## src/sv/ifp_pkg.sv

```systemverilog
`timescale 1ns / 1ps
// ----------------------------------------------------------------------------
// ifp_pkg - shared definitions for the infix to postfix converter
// Token codes, priorities, status codes and the classified item that travels
// from the front queue to the stack engine.
// ----------------------------------------------------------------------------
package ifp_pkg;

  localparam int unsigned STACK_DEPTH_DEF = 16;

  localparam int unsigned KIND_W = 5;
  localparam int unsigned BITS_W = 64;
  localparam int unsigned PRIO_W = 3;
  localparam int unsigned STAT_W = 2;

  // Token codes
  localparam logic [KIND_W-1:0] K_NUMBER = 5'd0;
  localparam logic [KIND_W-1:0] K_X      = 5'd1;
  localparam logic [KIND_W-1:0] K_PLUS   = 5'd2;
  localparam logic [KIND_W-1:0] K_MINUS  = 5'd3;
  localparam logic [KIND_W-1:0] K_UMINUS = 5'd4;
  localparam logic [KIND_W-1:0] K_UPLUS  = 5'd5;
  localparam logic [KIND_W-1:0] K_MUL    = 5'd6;
  localparam logic [KIND_W-1:0] K_MOD    = 5'd8;
  localparam logic [KIND_W-1:0] K_FN_LO  = 5'd9;
  localparam logic [KIND_W-1:0] K_FN_HI  = 5'd17;
  localparam logic [KIND_W-1:0] K_POW    = 5'd18;
  localparam logic [KIND_W-1:0] K_OPEN   = 5'd19;
  localparam logic [KIND_W-1:0] K_CLOSE  = 5'd20;
  localparam logic [KIND_W-1:0] K_TOP    = 5'd31;

  // Priorities
  localparam logic [PRIO_W-1:0] PRIO_NONE = 3'd0;
  localparam logic [PRIO_W-1:0] PRIO_ADD  = 3'd1;
  localparam logic [PRIO_W-1:0] PRIO_MUL  = 3'd2;
  localparam logic [PRIO_W-1:0] PRIO_FN   = 3'd3;
  localparam logic [PRIO_W-1:0] PRIO_POW  = 3'd4;
  localparam logic [PRIO_W-1:0] PRIO_OPEN = 3'd5;

  // Status codes
  localparam logic [STAT_W-1:0] ST_OK    = 2'd0;
  localparam logic [STAT_W-1:0] ST_CLOSE = 2'd1;
  localparam logic [STAT_W-1:0] ST_OVF   = 2'd2;

  // What the stack engine has to do with an item
  typedef enum logic [2:0] {
    CMD_EMIT,
    CMD_CLOSE,
    CMD_OP,
    CMD_UMINUS,
    CMD_SKIP
  } cmd_t;

  typedef struct packed {
    cmd_t              cmd;
    logic [KIND_W-1:0] kind;
    logic [BITS_W-1:0] bits;
    logic [PRIO_W-1:0] prio;
    logic              last;
  } item_t;

  // Head of the front queue as seen by the back end
  typedef struct packed {
    logic  valid;
    item_t item;
  } q_head_t;

  function automatic logic [PRIO_W-1:0] prio_of(input logic [KIND_W-1:0] k);
    logic [PRIO_W-1:0] p;
    p = PRIO_NONE;
    case (k) inside
      [K_PLUS:K_UPLUS]:  p = PRIO_ADD;
      [K_MUL:K_MOD]:     p = PRIO_MUL;
      [K_FN_LO:K_FN_HI]: p = PRIO_FN;
      K_POW:             p = PRIO_POW;
      [K_OPEN:K_TOP]:    p = PRIO_OPEN;
      default:           p = PRIO_NONE;
    endcase
    return p;
  endfunction

endpackage

```

## src/sv/ifp_in_if.sv

```systemverilog
`timescale 1ns / 1ps
// ----------------------------------------------------------------------------
// ifp_in_if - infix token channel
// Valid/ready channel carrying one infix token per item.
// ----------------------------------------------------------------------------
interface ifp_in_if;
  logic                        valid;
  logic                        ready;
  logic [ifp_pkg::KIND_W-1:0]  kind;
  logic [ifp_pkg::BITS_W-1:0]  number_bits;
  logic                        end_of_expression;

  modport source (output valid, kind, number_bits, end_of_expression, input ready);
  modport sink   (input valid, kind, number_bits, end_of_expression, output ready);
endinterface

```

## src/sv/ifp_out_if.sv

```systemverilog
`timescale 1ns / 1ps
// ----------------------------------------------------------------------------
// ifp_out_if - postfix token channel
// Valid/ready channel carrying one postfix token or the terminator per item.
// ----------------------------------------------------------------------------
interface ifp_out_if;
  logic                        valid;
  logic                        ready;
  logic [ifp_pkg::KIND_W-1:0]  out_kind;
  logic [ifp_pkg::BITS_W-1:0]  out_number_bits;
  logic                        token_valid;
  logic                        end_of_output;
  logic [ifp_pkg::STAT_W-1:0]  status;

  modport source (output valid, out_kind, out_number_bits, token_valid, end_of_output,
                  status, input ready);
  modport sink   (input valid, out_kind, out_number_bits, token_valid, end_of_output,
                  status, output ready);
endinterface

```

## src/sv/ifp_front.sv

```systemverilog
`timescale 1ns / 1ps
// ----------------------------------------------------------------------------
// ifp_front - token intake and classification
// Accepts infix tokens, decodes each into a command for the stack engine and
// holds it in a two-entry queue.
// ----------------------------------------------------------------------------
module ifp_front (
  input  logic                clk,
  input  logic                rst,
  ifp_in_if.sink              src,
  output ifp_pkg::q_head_t    head,
  input  logic                deq
);

  ifp_pkg::item_t q [2];
  logic           wr_ptr;
  logic           rd_ptr;
  logic [1:0]     fill;
  ifp_pkg::item_t cls;
  logic           enq;

  // Classify the incoming token
  always_comb begin
    cls.kind = src.kind;
    cls.bits = '0;
    cls.prio = ifp_pkg::prio_of(src.kind);
    cls.last = src.end_of_expression;
    case (src.kind) inside
      ifp_pkg::K_NUMBER: begin
        cls.cmd  = ifp_pkg::CMD_EMIT;
        cls.bits = src.number_bits;
      end
      ifp_pkg::K_X:      cls.cmd = ifp_pkg::CMD_EMIT;
      ifp_pkg::K_UMINUS: begin
        cls.cmd  = ifp_pkg::CMD_UMINUS;
        cls.kind = ifp_pkg::K_MINUS;
      end
      ifp_pkg::K_UPLUS:  cls.cmd = ifp_pkg::CMD_SKIP;
      ifp_pkg::K_CLOSE:  cls.cmd = ifp_pkg::CMD_CLOSE;
      [ifp_pkg::K_PLUS:ifp_pkg::K_OPEN]: cls.cmd = ifp_pkg::CMD_OP;
      default:           cls.cmd = ifp_pkg::CMD_SKIP;
    endcase
  end

  assign src.ready  = (fill != 2'd2);
  assign enq        = src.valid && src.ready;
  assign head.valid = (fill != 2'd0);
  assign head.item  = q[rd_ptr];

  // Two-entry queue
  always_ff @(posedge clk) begin
    if (rst) begin
      wr_ptr <= 1'b0;
      rd_ptr <= 1'b0;
      fill   <= 2'd0;
    end else begin
      if (enq) begin
        q[wr_ptr] <= cls;
        wr_ptr    <= ~wr_ptr;
      end
      if (deq) begin
        rd_ptr <= ~rd_ptr;
      end
      fill <= fill + {1'b0, enq} - {1'b0, deq};
    end
  end

endmodule

```

## src/sv/ifp_back.sv

```systemverilog
`timescale 1ns / 1ps
// ----------------------------------------------------------------------------
// ifp_back - operator stack engine
// Carries out one queued command a step at a time: pops, pushes, the unary
// zero, the final flush and the terminator, through a registered output.
// ----------------------------------------------------------------------------
module ifp_back #(
  parameter int unsigned STACK_DEPTH = ifp_pkg::STACK_DEPTH_DEF
) (
  input  logic                clk,
  input  logic                rst,
  input  ifp_pkg::q_head_t    head,
  output logic                deq,
  ifp_out_if.source           dst
);

  localparam int unsigned CNT_W = $clog2(STACK_DEPTH + 1);
  localparam int unsigned IDX_W = (STACK_DEPTH > 1) ? $clog2(STACK_DEPTH) : 1;

  typedef enum logic [1:0] {
    PH_MAIN,
    PH_FLUSH,
    PH_TERM
  } phase_t;

  phase_t                      phase;
  logic [CNT_W-1:0]            count;
  logic [ifp_pkg::STAT_W-1:0]  err;
  logic                        zero_done;
  logic [ifp_pkg::KIND_W-1:0]  stack [STACK_DEPTH];

  logic                        out_valid;
  logic [ifp_pkg::KIND_W-1:0]  out_kind;
  logic [ifp_pkg::BITS_W-1:0]  out_bits;
  logic                        out_tv;
  logic                        out_end;
  logic [ifp_pkg::STAT_W-1:0]  out_status;

  logic [IDX_W-1:0]            top_idx;
  logic [IDX_W-1:0]            push_idx;
  logic [ifp_pkg::KIND_W-1:0]  top;
  logic                        pop_ok;
  logic                        can_load;
  logic                        emit;
  logic [ifp_pkg::KIND_W-1:0]  e_kind;
  logic [ifp_pkg::BITS_W-1:0]  e_bits;
  logic                        e_tv;
  logic                        e_end;
  logic                        pop;
  logic                        push;
  logic                        set_err;
  logic [ifp_pkg::STAT_W-1:0]  err_val;
  logic                        zero_set;
  logic                        tok_done;
  logic                        to_term;
  logic                        term_done;
  logic                        full;

  assign top_idx  = IDX_W'(count - CNT_W'(1));
  assign push_idx = IDX_W'(count);
  assign top      = stack[top_idx];
  assign pop_ok   = (count != '0) && (top != ifp_pkg::K_OPEN);
  assign full     = (count == CNT_W'(STACK_DEPTH));
  assign can_load = !out_valid || dst.ready;

  // Decide this cycle's step
  always_comb begin
    emit      = 1'b0;
    e_kind    = top;
    e_bits    = '0;
    e_tv      = 1'b1;
    e_end     = 1'b0;
    pop       = 1'b0;
    push      = 1'b0;
    set_err   = 1'b0;
    err_val   = ifp_pkg::ST_OK;
    zero_set  = 1'b0;
    tok_done  = 1'b0;
    to_term   = 1'b0;
    term_done = 1'b0;
    case (phase)
      PH_MAIN: begin
        if (head.valid) begin
          if (err != ifp_pkg::ST_OK) begin
            // error pending: token ignored
            tok_done = 1'b1;
          end else begin
            case (head.item.cmd)
              ifp_pkg::CMD_EMIT: begin
                emit     = 1'b1;
                e_kind   = head.item.kind;
                e_bits   = head.item.bits;
                tok_done = can_load;
              end
              ifp_pkg::CMD_CLOSE: begin
                if (pop_ok) begin
                  emit = 1'b1;
                  pop  = can_load;
                end else if (count == '0) begin
                  set_err  = 1'b1;
                  err_val  = ifp_pkg::ST_CLOSE;
                  tok_done = 1'b1;
                end else begin
                  // drop the matching open bracket
                  pop      = 1'b1;
                  tok_done = 1'b1;
                end
              end
              ifp_pkg::CMD_OP, ifp_pkg::CMD_UMINUS: begin
                if (head.item.prio != ifp_pkg::PRIO_OPEN && pop_ok &&
                    head.item.prio <= ifp_pkg::prio_of(top)) begin
                  emit = 1'b1;
                  pop  = can_load;
                end else if (head.item.cmd == ifp_pkg::CMD_UMINUS && !zero_done) begin
                  emit     = 1'b1;
                  e_kind   = ifp_pkg::K_NUMBER;
                  zero_set = can_load;
                end else begin
                  if (full) begin
                    set_err = 1'b1;
                    err_val = ifp_pkg::ST_OVF;
                  end else begin
                    push = 1'b1;
                  end
                  tok_done = 1'b1;
                end
              end
              default: tok_done = 1'b1;
            endcase
          end
        end
      end
      PH_FLUSH: begin
        if (err == ifp_pkg::ST_OK && count != '0) begin
          emit = 1'b1;
          pop  = can_load;
        end else begin
          to_term = 1'b1;
        end
      end
      PH_TERM: begin
        emit      = 1'b1;
        e_kind    = ifp_pkg::K_NUMBER;
        e_tv      = 1'b0;
        e_end     = 1'b1;
        term_done = can_load;
      end
      default: begin
      end
    endcase
  end

  assign deq = (tok_done && !head.item.last) || term_done;

  // State, stack and output register
  always_ff @(posedge clk) begin
    if (rst) begin
      phase     <= PH_MAIN;
      count     <= '0;
      err       <= ifp_pkg::ST_OK;
      zero_done <= 1'b0;
      out_valid <= 1'b0;
    end else begin
      if (emit && can_load) begin
        out_valid  <= 1'b1;
        out_kind   <= e_kind;
        out_bits   <= e_bits;
        out_tv     <= e_tv;
        out_end    <= e_end;
        out_status <= e_end ? err : ifp_pkg::ST_OK;
      end else if (dst.ready) begin
        out_valid <= 1'b0;
      end

      if (push) begin
        stack[push_idx] <= head.item.kind;
      end

      if (term_done) begin
        count <= '0;
      end else if (pop) begin
        count <= count - CNT_W'(1);
      end else if (push) begin
        count <= count + CNT_W'(1);
      end

      if (term_done) begin
        err <= ifp_pkg::ST_OK;
      end else if (set_err) begin
        err <= err_val;
      end

      if (deq) begin
        zero_done <= 1'b0;
      end else if (zero_set) begin
        zero_done <= 1'b1;
      end

      case (phase)
        PH_MAIN:  if (tok_done && head.item.last) phase <= PH_FLUSH;
        PH_FLUSH: if (to_term) phase <= PH_TERM;
        PH_TERM:  if (term_done) phase <= PH_MAIN;
        default:  phase <= PH_MAIN;
      endcase
    end
  end

  assign dst.valid           = out_valid;
  assign dst.out_kind        = out_kind;
  assign dst.out_number_bits = out_bits;
  assign dst.token_valid     = out_tv;
  assign dst.end_of_output   = out_end;
  assign dst.status          = out_status;

  // Checks
  a_count_range: assert property (@(posedge clk) disable iff (rst)
    count <= CNT_W'(STACK_DEPTH))
    else $error("operator stack count beyond depth");

  a_no_push_full: assert property (@(posedge clk) disable iff (rst)
    push |-> !full)
    else $error("push onto a full operator stack");

  a_term_clears: assert property (@(posedge clk) disable iff (rst)
    term_done |=> (count == '0) && (err == ifp_pkg::ST_OK))
    else $error("stack or error not cleared after terminator");

  a_token_status: assert property (@(posedge clk) disable iff (rst)
    (out_valid && out_tv) |-> (out_status == ifp_pkg::ST_OK) && !out_end)
    else $error("token item carries status or end mark");

  a_pop_nonempty: assert property (@(posedge clk) disable iff (rst)
    pop |-> (count != '0))
    else $error("pop from an empty operator stack");

endmodule

```

## src/sv/infix_to_postfix_converter_unit.sv

```systemverilog
`timescale 1ns / 1ps
// ----------------------------------------------------------------------------
// infix_to_postfix_converter_unit - shunting-yard token converter
// Turns a stream of infix tokens into postfix tokens with an operator stack
// and closes each expression with a status item.
// ----------------------------------------------------------------------------
// Tokens enter through a two-entry queue and are handled by the stack engine
// one step per cycle. Numbers and x are emitted directly; unary plus and
// unused codes are dropped without output. An operator, function, unary minus
// or close bracket first pops operators one at a time; a unary minus then
// emits the inserted zero; last the token is pushed, the bracket dropped or
// the error flagged. An open bracket pops nothing and is pushed directly.
// After the final token the engine flushes the remaining operators one at a
// time, leaves the flush and sends the terminator. A stalled output holds the
// engine whenever it has a token to emit; the queue then keeps the token in
// hand and takes one more before it stalls the input. Status is 0 ok, 1
// unmatched close bracket, 2 operator stack overflow; after an error the
// remaining tokens of the expression are dropped and only the terminator is
// sent.
module infix_to_postfix_converter_unit #(
  parameter int unsigned STACK_DEPTH = ifp_pkg::STACK_DEPTH_DEF
) (
  input  logic       clk,
  input  logic       rst,
  ifp_in_if.sink     src,
  ifp_out_if.source  dst
);

  ifp_pkg::q_head_t head;
  logic             deq;

  ifp_front u_front (
    .clk  (clk),
    .rst  (rst),
    .src  (src),
    .head (head),
    .deq  (deq)
  );

  ifp_back #(
    .STACK_DEPTH (STACK_DEPTH)
  ) u_back (
    .clk  (clk),
    .rst  (rst),
    .head (head),
    .deq  (deq),
    .dst  (dst)
  );

endmodule

```

## src/flat_wrapper.sv

```systemverilog
// flat-port wrapper written by rule: the top's interface ports become plain ports
module infix_to_postfix_converter_unit_flat 
#(
  parameter int unsigned STACK_DEPTH = ifp_pkg::STACK_DEPTH_DEF
)
  (clk, rst, src_valid, src_kind, src_number_bits, src_end_of_expression, src_ready, dst_valid, dst_out_kind, dst_out_number_bits, dst_token_valid, dst_end_of_output, dst_status, dst_ready);
  ifp_in_if src_i ();
  ifp_out_if dst_i ();
  input  logic clk;
  input  logic rst;
  input wire logic [$bits(src_i.valid)-1:0] src_valid;
  input wire logic [$bits(src_i.kind)-1:0] src_kind;
  input wire logic [$bits(src_i.number_bits)-1:0] src_number_bits;
  input wire logic [$bits(src_i.end_of_expression)-1:0] src_end_of_expression;
  output wire logic [$bits(src_i.ready)-1:0] src_ready;
  output wire logic [$bits(dst_i.valid)-1:0] dst_valid;
  output wire logic [$bits(dst_i.out_kind)-1:0] dst_out_kind;
  output wire logic [$bits(dst_i.out_number_bits)-1:0] dst_out_number_bits;
  output wire logic [$bits(dst_i.token_valid)-1:0] dst_token_valid;
  output wire logic [$bits(dst_i.end_of_output)-1:0] dst_end_of_output;
  output wire logic [$bits(dst_i.status)-1:0] dst_status;
  input wire logic [$bits(dst_i.ready)-1:0] dst_ready;
  assign src_i.valid = src_valid;
  assign src_i.kind = src_kind;
  assign src_i.number_bits = src_number_bits;
  assign src_i.end_of_expression = src_end_of_expression;
  assign src_ready = src_i.ready;
  assign dst_valid = dst_i.valid;
  assign dst_out_kind = dst_i.out_kind;
  assign dst_out_number_bits = dst_i.out_number_bits;
  assign dst_token_valid = dst_i.token_valid;
  assign dst_end_of_output = dst_i.end_of_output;
  assign dst_status = dst_i.status;
  assign dst_i.ready = dst_ready;
  infix_to_postfix_converter_unit #(.STACK_DEPTH(STACK_DEPTH)) u_core (.clk(clk), .rst(rst), .src(src_i), .dst(dst_i));
endmodule
```

## config.mk

```make
export PLATFORM = sky130hd
export DESIGN_NAME = infix_to_postfix_converter_unit_flat
export DESIGN_NICKNAME = d
export VERILOG_FILES = /design/src/sv/ifp_pkg.sv /design/src/sv/ifp_in_if.sv /design/src/sv/ifp_out_if.sv /design/src/sv/ifp_front.sv /design/src/sv/ifp_back.sv /design/src/sv/infix_to_postfix_converter_unit.sv /design/src/flat_wrapper.sv
export SDC_FILE = /design/constraint.sdc
export NUM_CORES = 1
export LEC_CHECK = 0
export BUFFER_PORTS_ARGS = -buffer_cell sky130_fd_sc_hd__buf_2
export CAP_MARGIN = 10
export CORE_ASPECT_RATIO = 0.5
export CORE_MARGIN = 2
export CORE_UTILIZATION = 53
export CTS_CLUSTER_DIAMETER = 100
export CTS_CLUSTER_SIZE = 30
export DETAILED_ROUTE_END_ITERATION = 12
export GPL_ROUTABILITY_DRIVEN = 0
export PLACE_DENSITY = 0.79
export SETUP_SLACK_MARGIN = 0.5
export SYNTH_ARGS = -nofsm -noshare
export SYNTH_HDL_FRONTEND = slang
export SYNTH_SLANG_ARGS = --single-unit
```

## constraint.sdc

```tcl
create_clock -name clk -period 9.6 [get_ports clk]
set_input_delay 1.92 -clock clk [delete_from_list [all_inputs] [get_ports clk]]
set_output_delay 1.92 -clock clk [all_outputs]
set_load 0.02 [all_outputs]
```

Word-level counts from Yosys, hierarchy flattened --
Memories as Yosys holds them, arrays and structs flattened. A register that Yosys moved wholly into a read port is not among the register bits. Index checks and enable logic that the tools add are counted.
Word-level totals: bits in registers 88, latch bits 0, RAM bits 232, ROM bits 0, bits of input ports 74, output and inout bits 75, word-level logic and storage cells 205, memories 2
Operators by class: $add $sub $neg 4, $mul 0, div/mod/pow operators 0, magnitude comparators 18, equality and inequality tests 18, shift operators 0, multiplexer cells 105, bitwise operators 6, reduce and logical (&&, ||, !) cells 39
Memories:
- u_core.u_front.q | depth 2, bits a word 76, rd ports 1, clocked after Yosys merged registers in 1, write ports 1, line ifp_front.sv:15 | ifp_pkg::item_t q [2];
- u_core.u_back.stack | depth 16, bits a word 5, rd ports 1, clocked after Yosys merged registers in 0, write ports 1, line ifp_back.sv:30 | logic [ifp_pkg::KIND_W-1:0] stack [STACK_DEPTH];
Operators with widths (count):
- two-way mux 64 bit | 1
- two-way mux 3 bit | 20
- two-way mux 1 bit | 56
- two-way mux 5 bit | 9
- <= comparator 5 bit, second input constant | 5
- equality test 5 bit, second input constant | 4
- one-hot mux 5 bit (2 select lines) | 2
- logical AND 1 bit | 18
- two-way mux 2 bit | 9
- equality test 5 x 3 -> 1 bit, second input constant | 2
- greater-or-equal comparator 5 x 2 -> 1 bit, second input constant | 2
- greater-or-equal comparator 5 x 3 -> 1 bit, second input constant | 2
- greater-or-equal comparator 5 x 4 -> 1 bit, second input constant | 2
- greater-or-equal comparator 5 bit, second input constant | 2
- <= comparator 5 x 3 -> 1 bit, second input constant | 2
- <= comparator 5 x 4 -> 1 bit, second input constant | 2
- logical NOT 5 bit | 2
- one-hot mux 1 bit (3 select lines) | 3
- != test 2 bit, second input constant | 4
- nonzero test 2 bit | 4
- equality test 3 x 2 -> 1 bit, second input constant | 2
- inverter 1 bit | 6
- one-hot mux 1 bit (2 select lines) | 3
- one-hot mux 2 bit (3 select lines) | 1
- other kinds (21) | 27

Depth between registers and ports, before layout --
An unclocked memory read counts as a cell.
word-level depth 24, mapped depth 26, depth with buffers taken out 23

Modules after synthesis --
From an unflattened synthesis, not the netlist that was laid out.
Second synthesis, totals: cells, all modules 833, area total of the unflattened synthesis 13339.0 um^2
Modules (own cells, without submodules):
- ifp_back | instances 1, cells an instance 472, area each 6995.5 um^2, seq. area each 4814.6 um^2
- ifp_front | instances 1, cells an instance 361, area each 6343.6 um^2, seq. area each 4664.5 um^2

Worst setup path after synthesis --
No wires, ideal clock.
kind register to register, start register u_core.u_back.count[0], end register u_core.u_back.out_end (netlist: u_core.u_back.dst.end_of_output), enable pin, library setup time 0.613 ns, arrival time 9.074 ns, required time 8.987 ns, slack -0.087 ns, stages on the path, launching flop included 21, buffers on the path 3, clock period less this slack 9.687 ns, cell sequence dfxtp_1 -> buf_6 -> inv_1 -> ha_1 -> clkbuf_1 -> buf_2 -> mux4_2 -> nand2_1 -> a21oi_1 -> a31oi_1 -> nand2b_1 -> nand3_1 -> nand2_1 -> ha_1 -> nor2b_1 -> o21ai_0 -> a32oi_1 -> a311o_1 -> o22ai_1 -> a22oi_1 -> a211oi_1
On the way: longest elaborated chain between the ends 22, elaborated cells on any way between the ends 40, classes of those cells add/sub (1); order compare (9); eq/ne (2); mux (16); reduce/logical (11); memory (1)
RTL lines:
- from (decl) | line ifp_back.sv:27 | logic [CNT_W-1:0] count;
- from (signal assigned) | line ifp_back.sv:182 | count <= count - CNT_W'(1);
- from (signal assigned) | line ifp_back.sv:184 | count <= count + CNT_W'(1);
- subtractor 5 x 1 -> 5 bit | line ifp_back.sv:59 | assign top_idx = IDX_W'(count - CNT_W'(1));
- memory (16 x 5 bit)
- greater-or-equal comparator 5 bit (implied by the code) / <= comparator 5 bit (equally long branches) | line ifp_back.sv:111 | head.item.prio <= ifp_pkg::prio_of(top)) begin
- logical AND 1 bit (implied by the code) | line ifp_back.sv:111
- two-way mux 3 bit (5 in series) | line ifp_pkg.sv:71 | case (k) inside
- two-way mux 3 bit | line ifp_back.sv:88 | case (head.item.cmd)
- two-way mux 3 bit | line ifp_back.sv:84 | if (err != ifp_pkg::ST_OK) begin
- two-way mux 3 bit | line ifp_back.sv:83 | if (head.valid) begin
- (+2 left out)
- logical AND 1 bit | line ifp_back.sv:110 | if (head.item.prio != ifp_pkg::PRIO_OPEN && pop_ok &&
- two-way mux 1 bit | line ifp_back.sv:110
- one-hot mux 1 bit (3 select lines) | line ifp_back.sv:88
- two-way mux 1 bit | line ifp_back.sv:84
- two-way mux 1 bit | line ifp_back.sv:83
- one-hot mux 1 bit (3 select lines) (*) | line ifp_back.sv:81 | case (phase)
- logical AND 1 bit (*) | line ifp_back.sv:164 | if (emit && can_load) begin
- AND reduction 2 bit (no line) (*)
- to (signal assigned) | line ifp_back.sv:169 | out_end <= e_end;
- to (decl) | line ifp_back.sv:36 | logic out_end;
Mark *: on every way between the ends. The rest lies on a longest branch, timed or not. The select of a mux whose other input is x is not followed. A chain may end at the register's enable or synchronous reset.

Final worst setup path --
start register u_core.u_back.count[1], end register u_core.u_front.fill[1]
On the way: longest elaborated chain between the ends 23, elaborated cells on any way between the ends 39, classes of those cells add/sub (2); order compare (9); eq/ne (2); mux (15); reduce/logical (10); memory (1)
RTL lines:
- subtractor 5 x 1 -> 5 bit | line ifp_back.sv:59
- memory (16 x 5 bit)
- greater-or-equal comparator 5 bit (implied by the code) / <= comparator 5 bit (equally long branches) | line ifp_back.sv:111
- logical AND 1 bit (implied by the code) | line ifp_back.sv:111
- two-way mux 3 bit (5 in series) | line ifp_pkg.sv:71
- two-way mux 3 bit | line ifp_back.sv:88
- two-way mux 3 bit | line ifp_back.sv:84
- two-way mux 3 bit | line ifp_back.sv:83
- (+4 left out)
- one-hot mux 1 bit (3 select lines) (*) | line ifp_back.sv:88
- two-way mux 1 bit (*) | line ifp_back.sv:84
- two-way mux 1 bit (*) | line ifp_back.sv:83
- two-way mux 1 bit (*) | line ifp_back.sv:81
- logical AND 1 bit (*) | line ifp_back.sv:153 | assign deq = (tok_done && !head.item.last) || term_done;
- logical OR 1 bit (*) | line ifp_back.sv:153
- via u_core.deq | line infix_to_postfix_converter_unit.sv:30 | logic deq;
- subtractor 2 x 1 -> 2 bit (*) | line ifp_front.sv:64 | fill <= fill + {1'b0, enq} - {1'b0, deq};
- to (signal assigned) | line ifp_front.sv:64
- to (decl) | line ifp_front.sv:18 | logic [1:0] fill;
The timed path passes the listed nets; every way through them passes the cells marked *. The select of a mux whose other input is x is not followed.

==> flow_summary.json <==
{
  "status": "complete, no violations",
  "fin_nets": 1100,
  "tns_ns": 0,
  "cts_resized": 0,
  "worst_pin_slew_ns": 1.302,
  "wl_met3_um": 1190,
  "ant_nets": 0,
  "cts_made_buffers": 14,
  "grt_overflow": 0,
  "synth_compound_area_frac": 0.04550,
  "power.density_mw_per_mm2": 231.9,
  "synth_edf_count": 305,
  "rr_startpoint": "u_core.u_back.count[1]",
  "vias": 7626,
  "postCtsSetupBuffers": 0,
  "dpl.hpwl_um": 16970,
  "worstPathRequired_ns": 9.99,
  "syn_area_mm2": 0.01334,
  "end_kind": "flip-flop",
  "clock_skew_ns": 0.02844,
  "yosysTopAreaCell": "edfxtp_1",
  "dp_slack_ns": 4.000,
  "routed_wirelength_um": 26210,
  "cp_max_fo": 33,
  "synth.most_common_cell": "edfxtp_1",
  "clock_latency_ns": 0.52,
  "holdCritStartpoint": "u_core.u_back.count[4]",
  "dp_cells": 1337,
  "ys_seq_area_frac": 0.7107,
  "row_count": 40,
  "synth_ff_type": "edfxtp_1",
  "clkTransAtPathRegs_ns": 0.11,
  "via_per_inst": 5.599,
  "cts_tree": "yes",
  "wl_met2_um": 13410,
  "max-cap-violations": 0,
  "hold_viol": 0,
  "r2r_end": "u_core.u_front.fill[1]",
  "utilization": 0.6070,
  "synth_mux_area_frac": 0.09634,
  "num_io_pins": 149,
  "async_reset_ff_frac": 0,
  "critical_path_class": "reg2reg",
  "p_sw_w": 0.001089,
  "finalCritPeriodShare": 0.5861,
  "cts_root_buf": "clkbuf_16",
  "synth_cell_types": 64,
  "holdPathEnd": "u_core.u_back.count[4]",
  "grt_pass1_wl_um": 40980,
  "crit_arrival_ns": 6.02,
  "syn_inst": 889,
  "ir_drop_uv": 122.5,
  "synth_area_leaders": "edfxtp_1 (69%), mux2i_1 (7.1%), and2_1 (3.3%)",
  "drt_iter0_markers": 622,
  "synth_seq_cells": 321,
  "die_w_um": 228.3,
  "yosys.area.top_type_share": 0.6867,
  "stdcell_count": 1362,
  "seq_power_share": 0.505,
  "yosysWarnings": 0,
  "p_int_w": 0.002342,
  "reg2reg_slack_ns": 3.97,
  "worst_slack_ns": 3.973,
  "setup_viol": 0,
  "wl_per_cell_um": 19.24,
  "clockPowerShare": 0.202,
  "die_area_mm2": 0.02653,
  "cp-start-kind": "flip-flop",
  "synth-adder-area-share": 0.008443,
  "leakage_nw": 5.078,
  "syn_nets": 972,
  "hold_buffers": 0,
  "synth_common_cells": "edfxtp_1 (305), nor2_1 (112), mux2i_1 (95)",
  "dr.max_layer_used": "met4",
  "io_buffers": 148,
  "synth_top_family_by_area": "simple AND/OR/NAND/NOR gates",
  "fmax_ghz": 0.1777,
  "post_synth_xor_area_fraction": 0.007880,
  "antenna_found_initial": 1,
  "drc": 0,
  "p_comb_frac": 0.294,
  "yosys.area_share.simple": 0.1116,
  "hp-class": "reg2reg",
  "initial_core_util": 0.5472,
  "clock_sinks": 321,
  "avgSynthCellArea_um2": 15.00,
  "maxSlewViolCount": 0,
  "first_pass_iters": 7,
  "r2r_cells": 21,
  "timing.slew.headroom": 0.1198,
  "drt-met1-wl_um": 10830,
  "min_period_ns": 5.627,
  "syn_to_final_growth_pct": 10.92,
  "grt.total_usage": 0.1960,
  "rsz0062_at_grt": "no",
  "min_path_cells": 2,
  "grt_pass1_vias": 7493,
  "final_layout_size_suffix_gt1_frac": 0.2029,
  "core_mm2": 0.02437,
  "grt_max_degree": 77,
  "die_y_um": 116.2,
  "p_sw_frac": 0.3174,
  "clock_path_buffers": 3,
  "cts_max_level": 1
}
[registers in the layout (all words and copies together) (netlist names), named ones only]
name                               flops
u_core.u_back.count                    5
u_core.u_back.zero_done                1
u_core.u_back.err                      2
u_core.u_back.dst.end_of_output        1
u_core.u_back.dst.status               2
u_core.u_front.rd_ptr                  1
u_core.u_front.wr_ptr                  1
u_core.u_back.dst.out_kind             5
u_core.u_back.dst.token_valid          1
u_core.u_back.dst.valid                1
u_core.u_back.dst.out_number_bits     64
u_core.u_front.fill                    2
u_core.u_front.q                     152
u_core.u_back.phase                    2
u_core.u_back.stack                   80
[layer usage]
metal,GRT usage,up-vias
met5,0,-
met4,0.06057,0
met3,0.02271,59
met2,0.3510,268
met1,0.2578,3732
li1,-,3567
[layout make-up]
class	count	area, um2
Sequential cell	321	9483
Clock inverter	2	27.53
Timing Repair Buffer	157	808.3
Inverter	12	45.04
Antenna cell	1	2.502
Tap cell	336	420.4
Fill cell	1809	9579
Clock buffer	22	380.4
Multi-Input combinational cell	511	3627
[worst max-delay path, cell delays in order, from the launching register on]
cell	delay, ns
dfxtp_1	0.43
inv_1	0.10
ha_1	1.00
mux4_2	0.43
mux2i_1	0.29
nor2_1	0.08
a31oi_1	0.40
a21o_1	0.18
nand2_1	0.06
ha_1	0.28
nor2b_1	0.13
o21ai_0	0.18
a32oi_1	0.10
a311o_1	0.44
a41o_1	0.29
a211o_1	0.30
ha_1	0.28
inv_1	0.04
ha_1	0.17
xor2_1	0.15
xnor2_1	0.14
nor2_1	0.06
[placed cells by master (no fill, tap or decap), types with 3 or more instances in the layout]
master,count
o21ai_0,11
buf_2,148
nor3_1,15
dfxtp_1,15
nand4_1,3
nand2b_1,12
nor3_2,3
nor3b_1,8
edfxtp_1,305
or3_1,3
a21o_1,6
nand3b_1,7
mux2_2,10
nor4_1,4
a211o_1,3
nand3_1,9
inv_1,12
xnor2_1,4
a31oi_1,9
mux2i_1,95
clkbuf_1,8
xor2_1,3
nor2_1,112
nand2_1,27
a211oi_1,3
mux4_2,8
o22ai_1,4
o21a_1,3
clkbuf_16,14
ha_1,9
a21oi_1,18
and2_1,70
a22oi_1,8
nor2b_1,8
buf_4,9
[cell families after synthesis]
family                   count (synthesis)
multiplexers                           115
AO/OA/AOI/OAI                           85
adder cells (fa/ha/maj)                  9
XOR/XNOR                                 9
flip-flops                             321
buffers and inverters                   57
AND/OR/NAND/NOR                        293
[worst max path at each step]
stage	startpoint	end	slack, ns	depth (start not counted)
after detailed placement	u_core.u_back.count[1]	u_core.u_front.fill[1]	4.00	22
final	u_core.u_back.count[1]	u_core.u_front.fill[1]	3.97	21
after global routing	u_core.u_back.count[1]	u_core.u_front.fill[1]	3.69	22
after CTS	u_core.u_back.count[1]	u_core.u_front.fill[1]	4.02	22
after global placement	u_core.u_back.count[0]	u_core.u_front.fill[1]	4.24	21
after floorplan	rst	u_core.u_front.q[1][0]	1.09	3
[per-stage QoR]
step / power [W] / cell area [um2] / hold slack (ns)
after floorplan: 0.002528 / 13340 / 0.4574
after global placement: 0.002720 / 14380 / 0.4732
after detailed placement: 0.002761 / 14380 / 0.5024
after CTS: 0.003445 / 14790 / 0.5137
after global routing: 0.003596 / 14790 / 0.5344
final: 0.003431 / 14790 / 0.5293
[power groups by stage]
| stage | Combinational [W] | Sequential [W] | Clock (W) |
|---|---|---|---|
| 6_report | 0.00101 | 0.00173 | 0.000693 |
| 3_3_place_gp | 0.000963 | 0.00176 | 0 |
| 2_1_floorplan | 0.000733 | 0.00179 | 0 |
| 4_1_cts | 0.00100 | 0.00173 | 0.000711 |
| 3_5_place_dp | 0.000999 | 0.00176 | 0 |
| 5_1_grt | 0.00109 | 0.00174 | 0.000760 |
Note: power is estimated with default switching activity, not from simulation.
